<file path="config.mk">
export PLATFORM = sky130hd
export DESIGN_NAME = serial_command_frame_parser_top_flat
export DESIGN_NICKNAME = d
export VERILOG_FILES = /design/src/sv/scfp_pkg.sv /design/src/sv/scfp_if.sv /design/src/sv/serial_command_frame_parser_top.sv /design/src/sv/scfp_core.sv /design/src/flat_wrapper.sv
export SDC_FILE = /design/constraint.sdc
export NUM_CORES = 1
export LEC_CHECK = 0
export ABC_AREA = 1
export BUFFER_PORTS_ARGS = -buffer_cell sky130_fd_sc_hd__clkbuf_2
export CELL_PAD_IN_SITES_DETAIL_PLACEMENT = 0
export CELL_PAD_IN_SITES_GLOBAL_PLACEMENT = 1
export CORE_MARGIN = 3
export CORE_UTILIZATION = 45
export DETAILED_ROUTE_END_ITERATION = 16
export PLACE_DENSITY = 0.89
export RECOVER_POWER = 50
export SYNTH_ARGS = -nofsm -noshare
export SYNTH_HDL_FRONTEND = slang
export SYNTH_SLANG_ARGS = --single-unit
</file>
<file path="constraint.sdc">
create_clock -name clk -period 7.09 [get_ports clk]
set_input_delay 0.3545 -clock clk [delete_from_list [all_inputs] [get_ports clk]]
set_output_delay 0.3545 -clock clk [all_outputs]
set_load 0.005 [all_outputs]
</file>
<file path="src/sv/scfp_pkg.sv">
// shared types and character codes for the serial command frame parser
package scfp_pkg;

  // byte position counter width, holds any frame capacity up to 127
  localparam int POS_W = 7;

  // character codes
  localparam logic [7:0] CH_DIR_BASE     = 8'h40;
  localparam logic [7:0] CH_DIR_LO       = 8'h41;
  localparam logic [7:0] CH_DIR_HI       = 8'h48;
  localparam logic [7:0] CH_DIRECT_LIMIT = 8'd10;
  localparam logic [7:0] CH_STOP         = 8'h5A;
  localparam logic [7:0] CH_OPEN         = 8'h7B;
  localparam logic [7:0] CH_CLOSE        = 8'h7D;
  localparam logic [7:0] CH_TAG_REPORT   = 8'h50;
  localparam logic [7:0] CH_TAG_SAVE     = 8'h57;
  localparam logic [7:0] CH_CMD_SKIP     = 8'h23;
  localparam logic [7:0] CH_CMD_VEL      = 8'h30;
  localparam logic [7:0] CH_CMD_KP       = 8'h31;
  localparam logic [7:0] CH_CMD_KI       = 8'h32;
  localparam logic [7:0] CH_DIGIT_ZERO   = 8'd48;

  // fixed positions inside a frame
  localparam logic [POS_W-1:0] POS_CMD = POS_W'(1);
  localparam logic [POS_W-1:0] POS_TAG = POS_W'(3);

  // set target codes
  typedef logic [1:0] target_t;
  localparam target_t TGT_NONE = 2'd0;
  localparam target_t TGT_VEL  = 2'd1;
  localparam target_t TGT_KP   = 2'd2;
  localparam target_t TGT_KI   = 2'd3;

  // one result word
  typedef struct packed {
    logic [7:0]         echo_byte;
    logic [3:0]         direction;
    target_t            set_target;
    logic signed [31:0] set_value;
    logic               report_request;
    logic               save_request;
  } result_t;

endpackage

</file>
<file path="src/sv/scfp_if.sv">
// valid/ready channel interfaces for the input byte and the result word
interface scfp_in_if;
  logic       valid;
  logic       ready;
  logic [7:0] rx_byte;

  modport source (output valid, output rx_byte, input ready);
  modport sink   (input valid, input rx_byte, output ready);
endinterface

interface scfp_out_if;
  logic               valid;
  logic               ready;
  logic [7:0]         echo_byte;
  logic [3:0]         direction;
  logic [1:0]         set_target;
  logic signed [31:0] set_value;
  logic               report_request;
  logic               save_request;

  modport source (output valid, output echo_byte, output direction, output set_target,
                  output set_value, output report_request, output save_request,
                  input ready);
  modport sink   (input valid, input echo_byte, input direction, input set_target,
                  input set_value, input report_request, input save_request,
                  output ready);
endinterface

</file>
<file path="src/sv/serial_command_frame_parser_top.sv">
// Serial command frame parser: takes one received byte per word on rx and returns one result
// word per byte on tx, echoing the byte with the current direction command and, when a '}'
// closes an open frame, the decoded set target and value or a report/save pulse. One byte is
// accepted every cycle when tx keeps up; each byte passes through the input register and then
// the result register, whose word is presented on tx, with the frame state updated as a byte
// moves from the input register into the result register. Bytes beyond FRAME_CAPACITY within
// a frame are dropped from counting and accumulation.
module serial_command_frame_parser_top import scfp_pkg::*; #(
  parameter int FRAME_CAPACITY = 64
) (
  input logic        clk,
  input logic        rst,
  scfp_in_if.sink    rx,
  scfp_out_if.source tx
);

  logic       in_valid;
  logic [7:0] in_byte;
  logic       out_valid;
  result_t    out_data;
  result_t    result;
  logic       advance;

  // input register moves on when the result register is free or draining
  assign advance  = in_valid && (!out_valid || tx.ready);
  assign rx.ready = !in_valid || advance;

  // input register
  always_ff @(posedge clk) begin
    if (rst) begin
      in_valid <= 1'b0;
    end else if (rx.ready) begin
      in_valid <= rx.valid;
    end
  end

  always_ff @(posedge clk) begin
    if (rx.ready && rx.valid) begin
      in_byte <= rx.rx_byte;
    end
  end

  // parse logic and frame state
  scfp_core #(
    .FRAME_CAPACITY(FRAME_CAPACITY)
  ) u_core (
    .clk     (clk),
    .rst     (rst),
    .step    (advance),
    .rx_byte (in_byte),
    .result  (result)
  );

  // result register
  always_ff @(posedge clk) begin
    if (rst) begin
      out_valid <= 1'b0;
    end else if (!out_valid || tx.ready) begin
      out_valid <= advance;
    end
  end

  always_ff @(posedge clk) begin
    if (advance) begin
      out_data <= result;
    end
  end

  assign tx.valid          = out_valid;
  assign tx.echo_byte      = out_data.echo_byte;
  assign tx.direction      = out_data.direction;
  assign tx.set_target     = out_data.set_target;
  assign tx.set_value      = out_data.set_value;
  assign tx.report_request = out_data.report_request;
  assign tx.save_request   = out_data.save_request;

  // at most one frame action per result
  a_one_action: assert property (@(posedge clk) disable iff (rst)
    tx.valid |-> $countones({tx.report_request, tx.save_request,
                             tx.set_target != TGT_NONE}) <= 1)
    else $error("more than one frame action in one result");

  // frame actions only come from a closing brace
  a_action_on_close: assert property (@(posedge clk) disable iff (rst)
    tx.valid && (tx.report_request || tx.save_request || tx.set_target != TGT_NONE)
      |-> tx.echo_byte == CH_CLOSE)
    else $error("frame action without closing brace");

  // value is zero unless a target is set
  a_value_zero: assert property (@(posedge clk) disable iff (rst)
    tx.valid && tx.set_target == TGT_NONE |-> tx.set_value == 32'sd0)
    else $error("set value without target");

  // a held input word keeps its byte until it moves on
  a_in_hold: assert property (@(posedge clk) disable iff (rst)
    in_valid && !advance |=> in_valid && $stable(in_byte))
    else $error("input register lost a waiting byte");

endmodule

</file>
<file path="src/sv/scfp_core.sv">
// frame state registers and the per-byte parse logic
module scfp_core import scfp_pkg::*; #(
  parameter int FRAME_CAPACITY = 64
) (
  input  logic       clk,
  input  logic       rst,
  input  logic       step,
  input  logic [7:0] rx_byte,
  output result_t    result
);

  logic             frame_open, frame_open_next;
  logic [POS_W-1:0] byte_position, byte_position_next;
  logic [7:0]       command_char, command_char_next;
  logic [7:0]       tag_char, tag_char_next;
  logic [31:0]      number_accum, number_accum_next;
  logic [3:0]       direction_reg, direction_reg_next;

  logic        open_now;
  logic        counting;
  logic [31:0] digit;
  target_t     target;

  // direction command
  always_comb begin
    direction_reg_next = direction_reg;
    if (rx_byte >= CH_DIR_LO && rx_byte <= CH_DIR_HI) begin
      direction_reg_next = 4'(rx_byte - CH_DIR_BASE);
    end else if (rx_byte < CH_DIRECT_LIMIT) begin
      direction_reg_next = rx_byte[3:0];
    end else if (rx_byte == CH_STOP) begin
      direction_reg_next = 4'd0;
    end
  end

  // accumulate times ten plus digit, wrapping at 32 bits
  assign digit = {24'd0, rx_byte} - {24'd0, CH_DIGIT_ZERO};

  // command decode at frame close
  always_comb begin
    case (command_char)
      CH_CMD_VEL: target = TGT_VEL;
      CH_CMD_KP:  target = TGT_KP;
      CH_CMD_KI:  target = TGT_KI;
      default:    target = TGT_NONE;
    endcase
  end

  assign open_now = frame_open || (rx_byte == CH_OPEN);
  assign counting = open_now && (byte_position < POS_W'(FRAME_CAPACITY));

  // frame state update and result
  always_comb begin
    frame_open_next    = frame_open;
    byte_position_next = byte_position;
    command_char_next  = command_char;
    tag_char_next      = tag_char;
    number_accum_next  = number_accum;

    result.echo_byte      = rx_byte;
    result.direction      = direction_reg_next;
    result.set_target     = TGT_NONE;
    result.set_value      = '0;
    result.report_request = 1'b0;
    result.save_request   = 1'b0;

    if (rx_byte == CH_CLOSE) begin
      if (frame_open) begin
        if (tag_char == CH_TAG_REPORT) begin
          result.report_request = 1'b1;
        end else if (tag_char == CH_TAG_SAVE) begin
          result.save_request = 1'b1;
        end else if (command_char != CH_CMD_SKIP && target != TGT_NONE) begin
          result.set_target = target;
          result.set_value  = number_accum;
        end
      end
      frame_open_next    = 1'b0;
      byte_position_next = '0;
      command_char_next  = '0;
      tag_char_next      = '0;
      number_accum_next  = '0;
    end else begin
      frame_open_next = open_now;
      if (counting) begin
        if (byte_position == POS_CMD) begin
          command_char_next = rx_byte;
        end
        if (byte_position == POS_TAG) begin
          tag_char_next = rx_byte;
        end
        if (byte_position >= POS_TAG) begin
          number_accum_next = (number_accum << 3) + (number_accum << 1) + digit;
        end
        byte_position_next = byte_position + POS_W'(1);
      end
    end
  end

  // state registers, advanced once per word
  always_ff @(posedge clk) begin
    if (rst) begin
      frame_open    <= 1'b0;
      byte_position <= '0;
      command_char  <= '0;
      tag_char      <= '0;
      number_accum  <= '0;
      direction_reg <= '0;
    end else if (step) begin
      frame_open    <= frame_open_next;
      byte_position <= byte_position_next;
      command_char  <= command_char_next;
      tag_char      <= tag_char_next;
      number_accum  <= number_accum_next;
      direction_reg <= direction_reg_next;
    end
  end

endmodule

</file>
<file path="src/flat_wrapper.sv">
// flat-port wrapper written by rule: the top's interface ports become plain ports
module serial_command_frame_parser_top_flat import scfp_pkg::*;
#(
  parameter int FRAME_CAPACITY = 64
)
  (clk, rst, rx_valid, rx_rx_byte, rx_ready, tx_valid, tx_echo_byte, tx_direction, tx_set_target, tx_set_value, tx_report_request, tx_save_request, tx_ready);
  scfp_in_if rx_i ();
  scfp_out_if tx_i ();
  input logic clk;
  input logic rst;
  input wire logic [$bits(rx_i.valid)-1:0] rx_valid;
  input wire logic [$bits(rx_i.rx_byte)-1:0] rx_rx_byte;
  output wire logic [$bits(rx_i.ready)-1:0] rx_ready;
  output wire logic [$bits(tx_i.valid)-1:0] tx_valid;
  output wire logic [$bits(tx_i.echo_byte)-1:0] tx_echo_byte;
  output wire logic [$bits(tx_i.direction)-1:0] tx_direction;
  output wire logic [$bits(tx_i.set_target)-1:0] tx_set_target;
  output wire logic [$bits(tx_i.set_value)-1:0] tx_set_value;
  output wire logic [$bits(tx_i.report_request)-1:0] tx_report_request;
  output wire logic [$bits(tx_i.save_request)-1:0] tx_save_request;
  input wire logic [$bits(tx_i.ready)-1:0] tx_ready;
  assign rx_i.valid = rx_valid;
  assign rx_i.rx_byte = rx_rx_byte;
  assign rx_ready = rx_i.ready;
  assign tx_valid = tx_i.valid;
  assign tx_echo_byte = tx_i.echo_byte;
  assign tx_direction = tx_i.direction;
  assign tx_set_target = tx_i.set_target;
  assign tx_set_value = tx_i.set_value;
  assign tx_report_request = tx_i.report_request;
  assign tx_save_request = tx_i.save_request;
  assign tx_i.ready = tx_ready;
  serial_command_frame_parser_top #(.FRAME_CAPACITY(FRAME_CAPACITY)) u_core (.clk(clk), .rst(rst), .rx(rx_i), .tx(tx_i));
endmodule
</file>
==> summary.txt <==
Status
  – Status: complete, but fails checks
  – Failing checks: capacitance limit, slew limit

Global routing
  – Global route overflow: 0
  – GRT Total Usage: 0.204
  – Vias in the first global route: 5819
  – Most used routing layer: met2
  – Largest net degree at the start of global routing: 56
  – GR Util met2: 0.325
  – First-pass GRT wire length: roughly 29 mm
  – Initial antenna violation count: 0
  – GR Util met1: 0.278
  – Met3 Track Usage GR: 0.0435

STA
  – Final hold vios: 0
  – # setup viols final: 0
  – Max frequency: around 0.27 GHz
  – Layout Skew: 9.73 ps
  – Final period util: 0.519
  – Max Slew Vio Count: 56
  – WHS: a little over 100 ps
  – Fin crit period: about 3700 ps
  – Unrepaired setup endpoints after global routing: no
  – Slew headroom: -0.985
  – TNS Setup: 0 ps
  – Worst-Margin Slew: between 2000 and 3000 ps

Power and ir drop
  – NetSw: about 0.43 mW
  – Clock power share: 0.500
  – Power density cells: just under 200 mW/mm^2
  – Worst-case vdd ir drop: between 0.00015 and 0.0002 V
  – Pwr Total: ~1.7 mW
  – Combinational power share: 0.058
  – Net Sw Frac: 0.254
  – LEAKAGE: between 3 and 4 nW
  – Power Internal: 1.25 mW
  – Flop pwr share: 0.442

Placement
  – Placed Area: about 0.008 sq mm
  – Hpwl dp: between 10 and 15 mm
  – IO Port Bufs: between 60 and 70
  – GPL Wtd Cong: between 0.8 and 0.9
  – Placed cells: between 1000 and 1500

Yosys
  – Synth area leaders: edfxtp_1, dfxtp_1, nand2_1
  – Yosys warnings: 0
  – Cell variety after synth: 37
  – Number of synthesized flops with an enable pin: 56
  – Most common cell in the netlist: nand2_1
  – Mean Syn Cell Area: between 7 and 8 sq um
  – Synthesized Nets: approximately 1100
  – Synthesized flop and latch total: between 100 and 150
  – Ys async rst share: 0
  – Synth area leader: edfxtp_1
  – Top-area cell type share of the netlist area: 0.224
  – Cell Area, Synth: about 0.0075 sq mm
  – Dominant synthesized flop cell: dfxtp_1
  – Synth top cells by count: nand2_1, inv_1, nor2_1
  – Register area share after synthesis: 0.389
  – Post-synthesis cell count: 980

Detailed routing
  – # DRC: 0
  – DR WL/cell: approximately 14 um
  – Vias post-DR: just over 6000
  – ANT nets after route: 0
  – Final WL: about 18 mm
  – Pre-Repair DR Iteration Count: 4
  – Via/cell ratio: about 5
  – DR iter-0 viols: about 410

Clocking
  – CTS tree: done
  – Post-CTS Setup Repair Bufs: 0
  – Post_cts resized: 0
  – Hold_buf cts: 0
  – H-tree depth: 4
  – Maximum clock insertion buffer count: 2
  – Clk sink count: between 100 and 150
  – Clock buffers created by TritonCTS: 17
  – CTS Root Cell: clkbuf_16
  – Worst skew pair latency: about 430 ps
  – Register clock-pin slew on the reported worst setup and hold paths: ~60 ps

Layout
  – Non-filler cells, final: 1274
  – Ant diodes: 0
  – Nets: about 1100
  – Area Overhead vs Synth: 13.7%
  – Post-route cell area: roughly 0.0085 sq mm
  – Filler cells: roughly 1600
  – Share of cells above drive strength 1: 0.115

Floorplanning
  – # IOs: 62
  – Placeable Area: 0.0161 sq mm
  – Std cell rows: between 40 and 50
  – Die Area: roughly 0.018 sq mm
  – Die Span Y: between 100 and 150 um
  – Initial Util: 0.466
  – Die width: roughly 140 um

Worst setup path
  – CP Capture Type: flip-flop
  – Crit Path Class: flip-flop to flip-flop
  – CP max FO: 25
  – Critical path data required time: ~7500 ps
  – Arr. time, crit path: 4040 ps
  – CP startpoint kind: flip-flop

Min path
  – Hold Path Class: input pin to flip-flop

Job
  – Max-cap viol count: 1
-- critical path: stages (launching register included) --
cell,delay [ps]
edfxtp_1,450
ha_1,250
or2_2,320
nor2_2,80
buf_4,400
fa_1,500
ha_1,360
nand2_1,130
inv_1,50
a21oi_1,290
nand3_1,280
nand2_1,150
nand3_1,70
nand2_1,70
nand3_1,60
a21oi_1,150
-- cell type report --
type | instances | area [sq um] | share of cell area
Timing Repair Buffer | 64 | 298 | 0.0349
Clock inverter | 13 | 111 | 0.0130
Multi-Input combinational cell | 674 | 3840 | 0.449
Inverter | 170 | 638 | 0.0747
Tap cell | 216 | 270 | 0.0316
Clock buffer | 19 | 464 | 0.0543
Sequential cell | 118 | 2920 | 0.342
-- kinds of logic (layout without fill, tap and decap cells) --
group,count (synthesis),in the layout,share of synthesized area
and+or+nand+nor,487,487,0.278
AOI/OAI and AO/OA,107,107,0.0771
DFF,118,118,0.389
adders and majority gates,66,66,0.139
xor gates and xnor gates,14,14,0.0163
buffers and inverters,188,266,0.101
-- metrics by stage --
step                utilization  setup slack, ps
global placement          0.496             3510
detailed placement        0.496             3460
floorplan                     -             2870
finish                    0.530             3410
global route              0.530             3140
CTS                       0.532             3430
-- worst paths after layout --
kind	slack [ps]	cells after the start	startpoint	endpoint
max reg2reg	3410	15	u_core.in_byte[4]$_DFFE_PP_	u_core.u_core.number_accum[20]$_SDFFE_PP0P_
max	3410	15	u_core.in_byte[4]$_DFFE_PP_	u_core.u_core.number_accum[20]$_SDFFE_PP0P_
min reg2reg	460	2	u_core.u_core.number_accum[31]$_SDFFE_PP0P_	u_core.u_core.number_accum[31]$_SDFFE_PP0P_
min	100	1	rx_rx_byte[7]	u_core.in_byte[7]$_DFFE_PP_
-- layout by cell type (no fill, tap or decap), types with 5 or more instances in the layout --
cell	synthesis	final
clkbuf_1	9	22
a21oi_1	72	72
o21ai_0	21	21
nand2_2	5	5
fa_1	29	29
nor2_2	31	32
edfxtp_1	56	56
clkbuf_2	0	40
inv_1	166	167
nand3_1	63	63
nand2_1	274	274
nand4_1	10	10
dfxtp_1	62	62
clkbuf_16	0	18
xor2_1	14	14
nor2_1	87	86
ha_1	37	37
-- power by group through the flow --
| stage | combinational [mW] | sequential, mW | clock [mW] |
|---|---|---|---|
| after detailed placement | 0.0990 | 0.754 | 0 |
| after global placement | 0.0976 | 0.754 | 0 |
| final | 0.0970 | 0.741 | 0.839 |
| after global routing | 0.110 | 0.742 | 0.883 |
| after floorplan | 0.0614 | 0.753 | 0 |
| after CTS | 0.0999 | 0.740 | 0.849 |
-- layer usage --
metal  vias up  part of all wire
met5         -                 0
met4         0             0.018
met3        25             0.044
met2       117              0.46
met1      2830              0.48
li1       3213                 -
No activity file was read; power rests on OpenSTA's default activity.
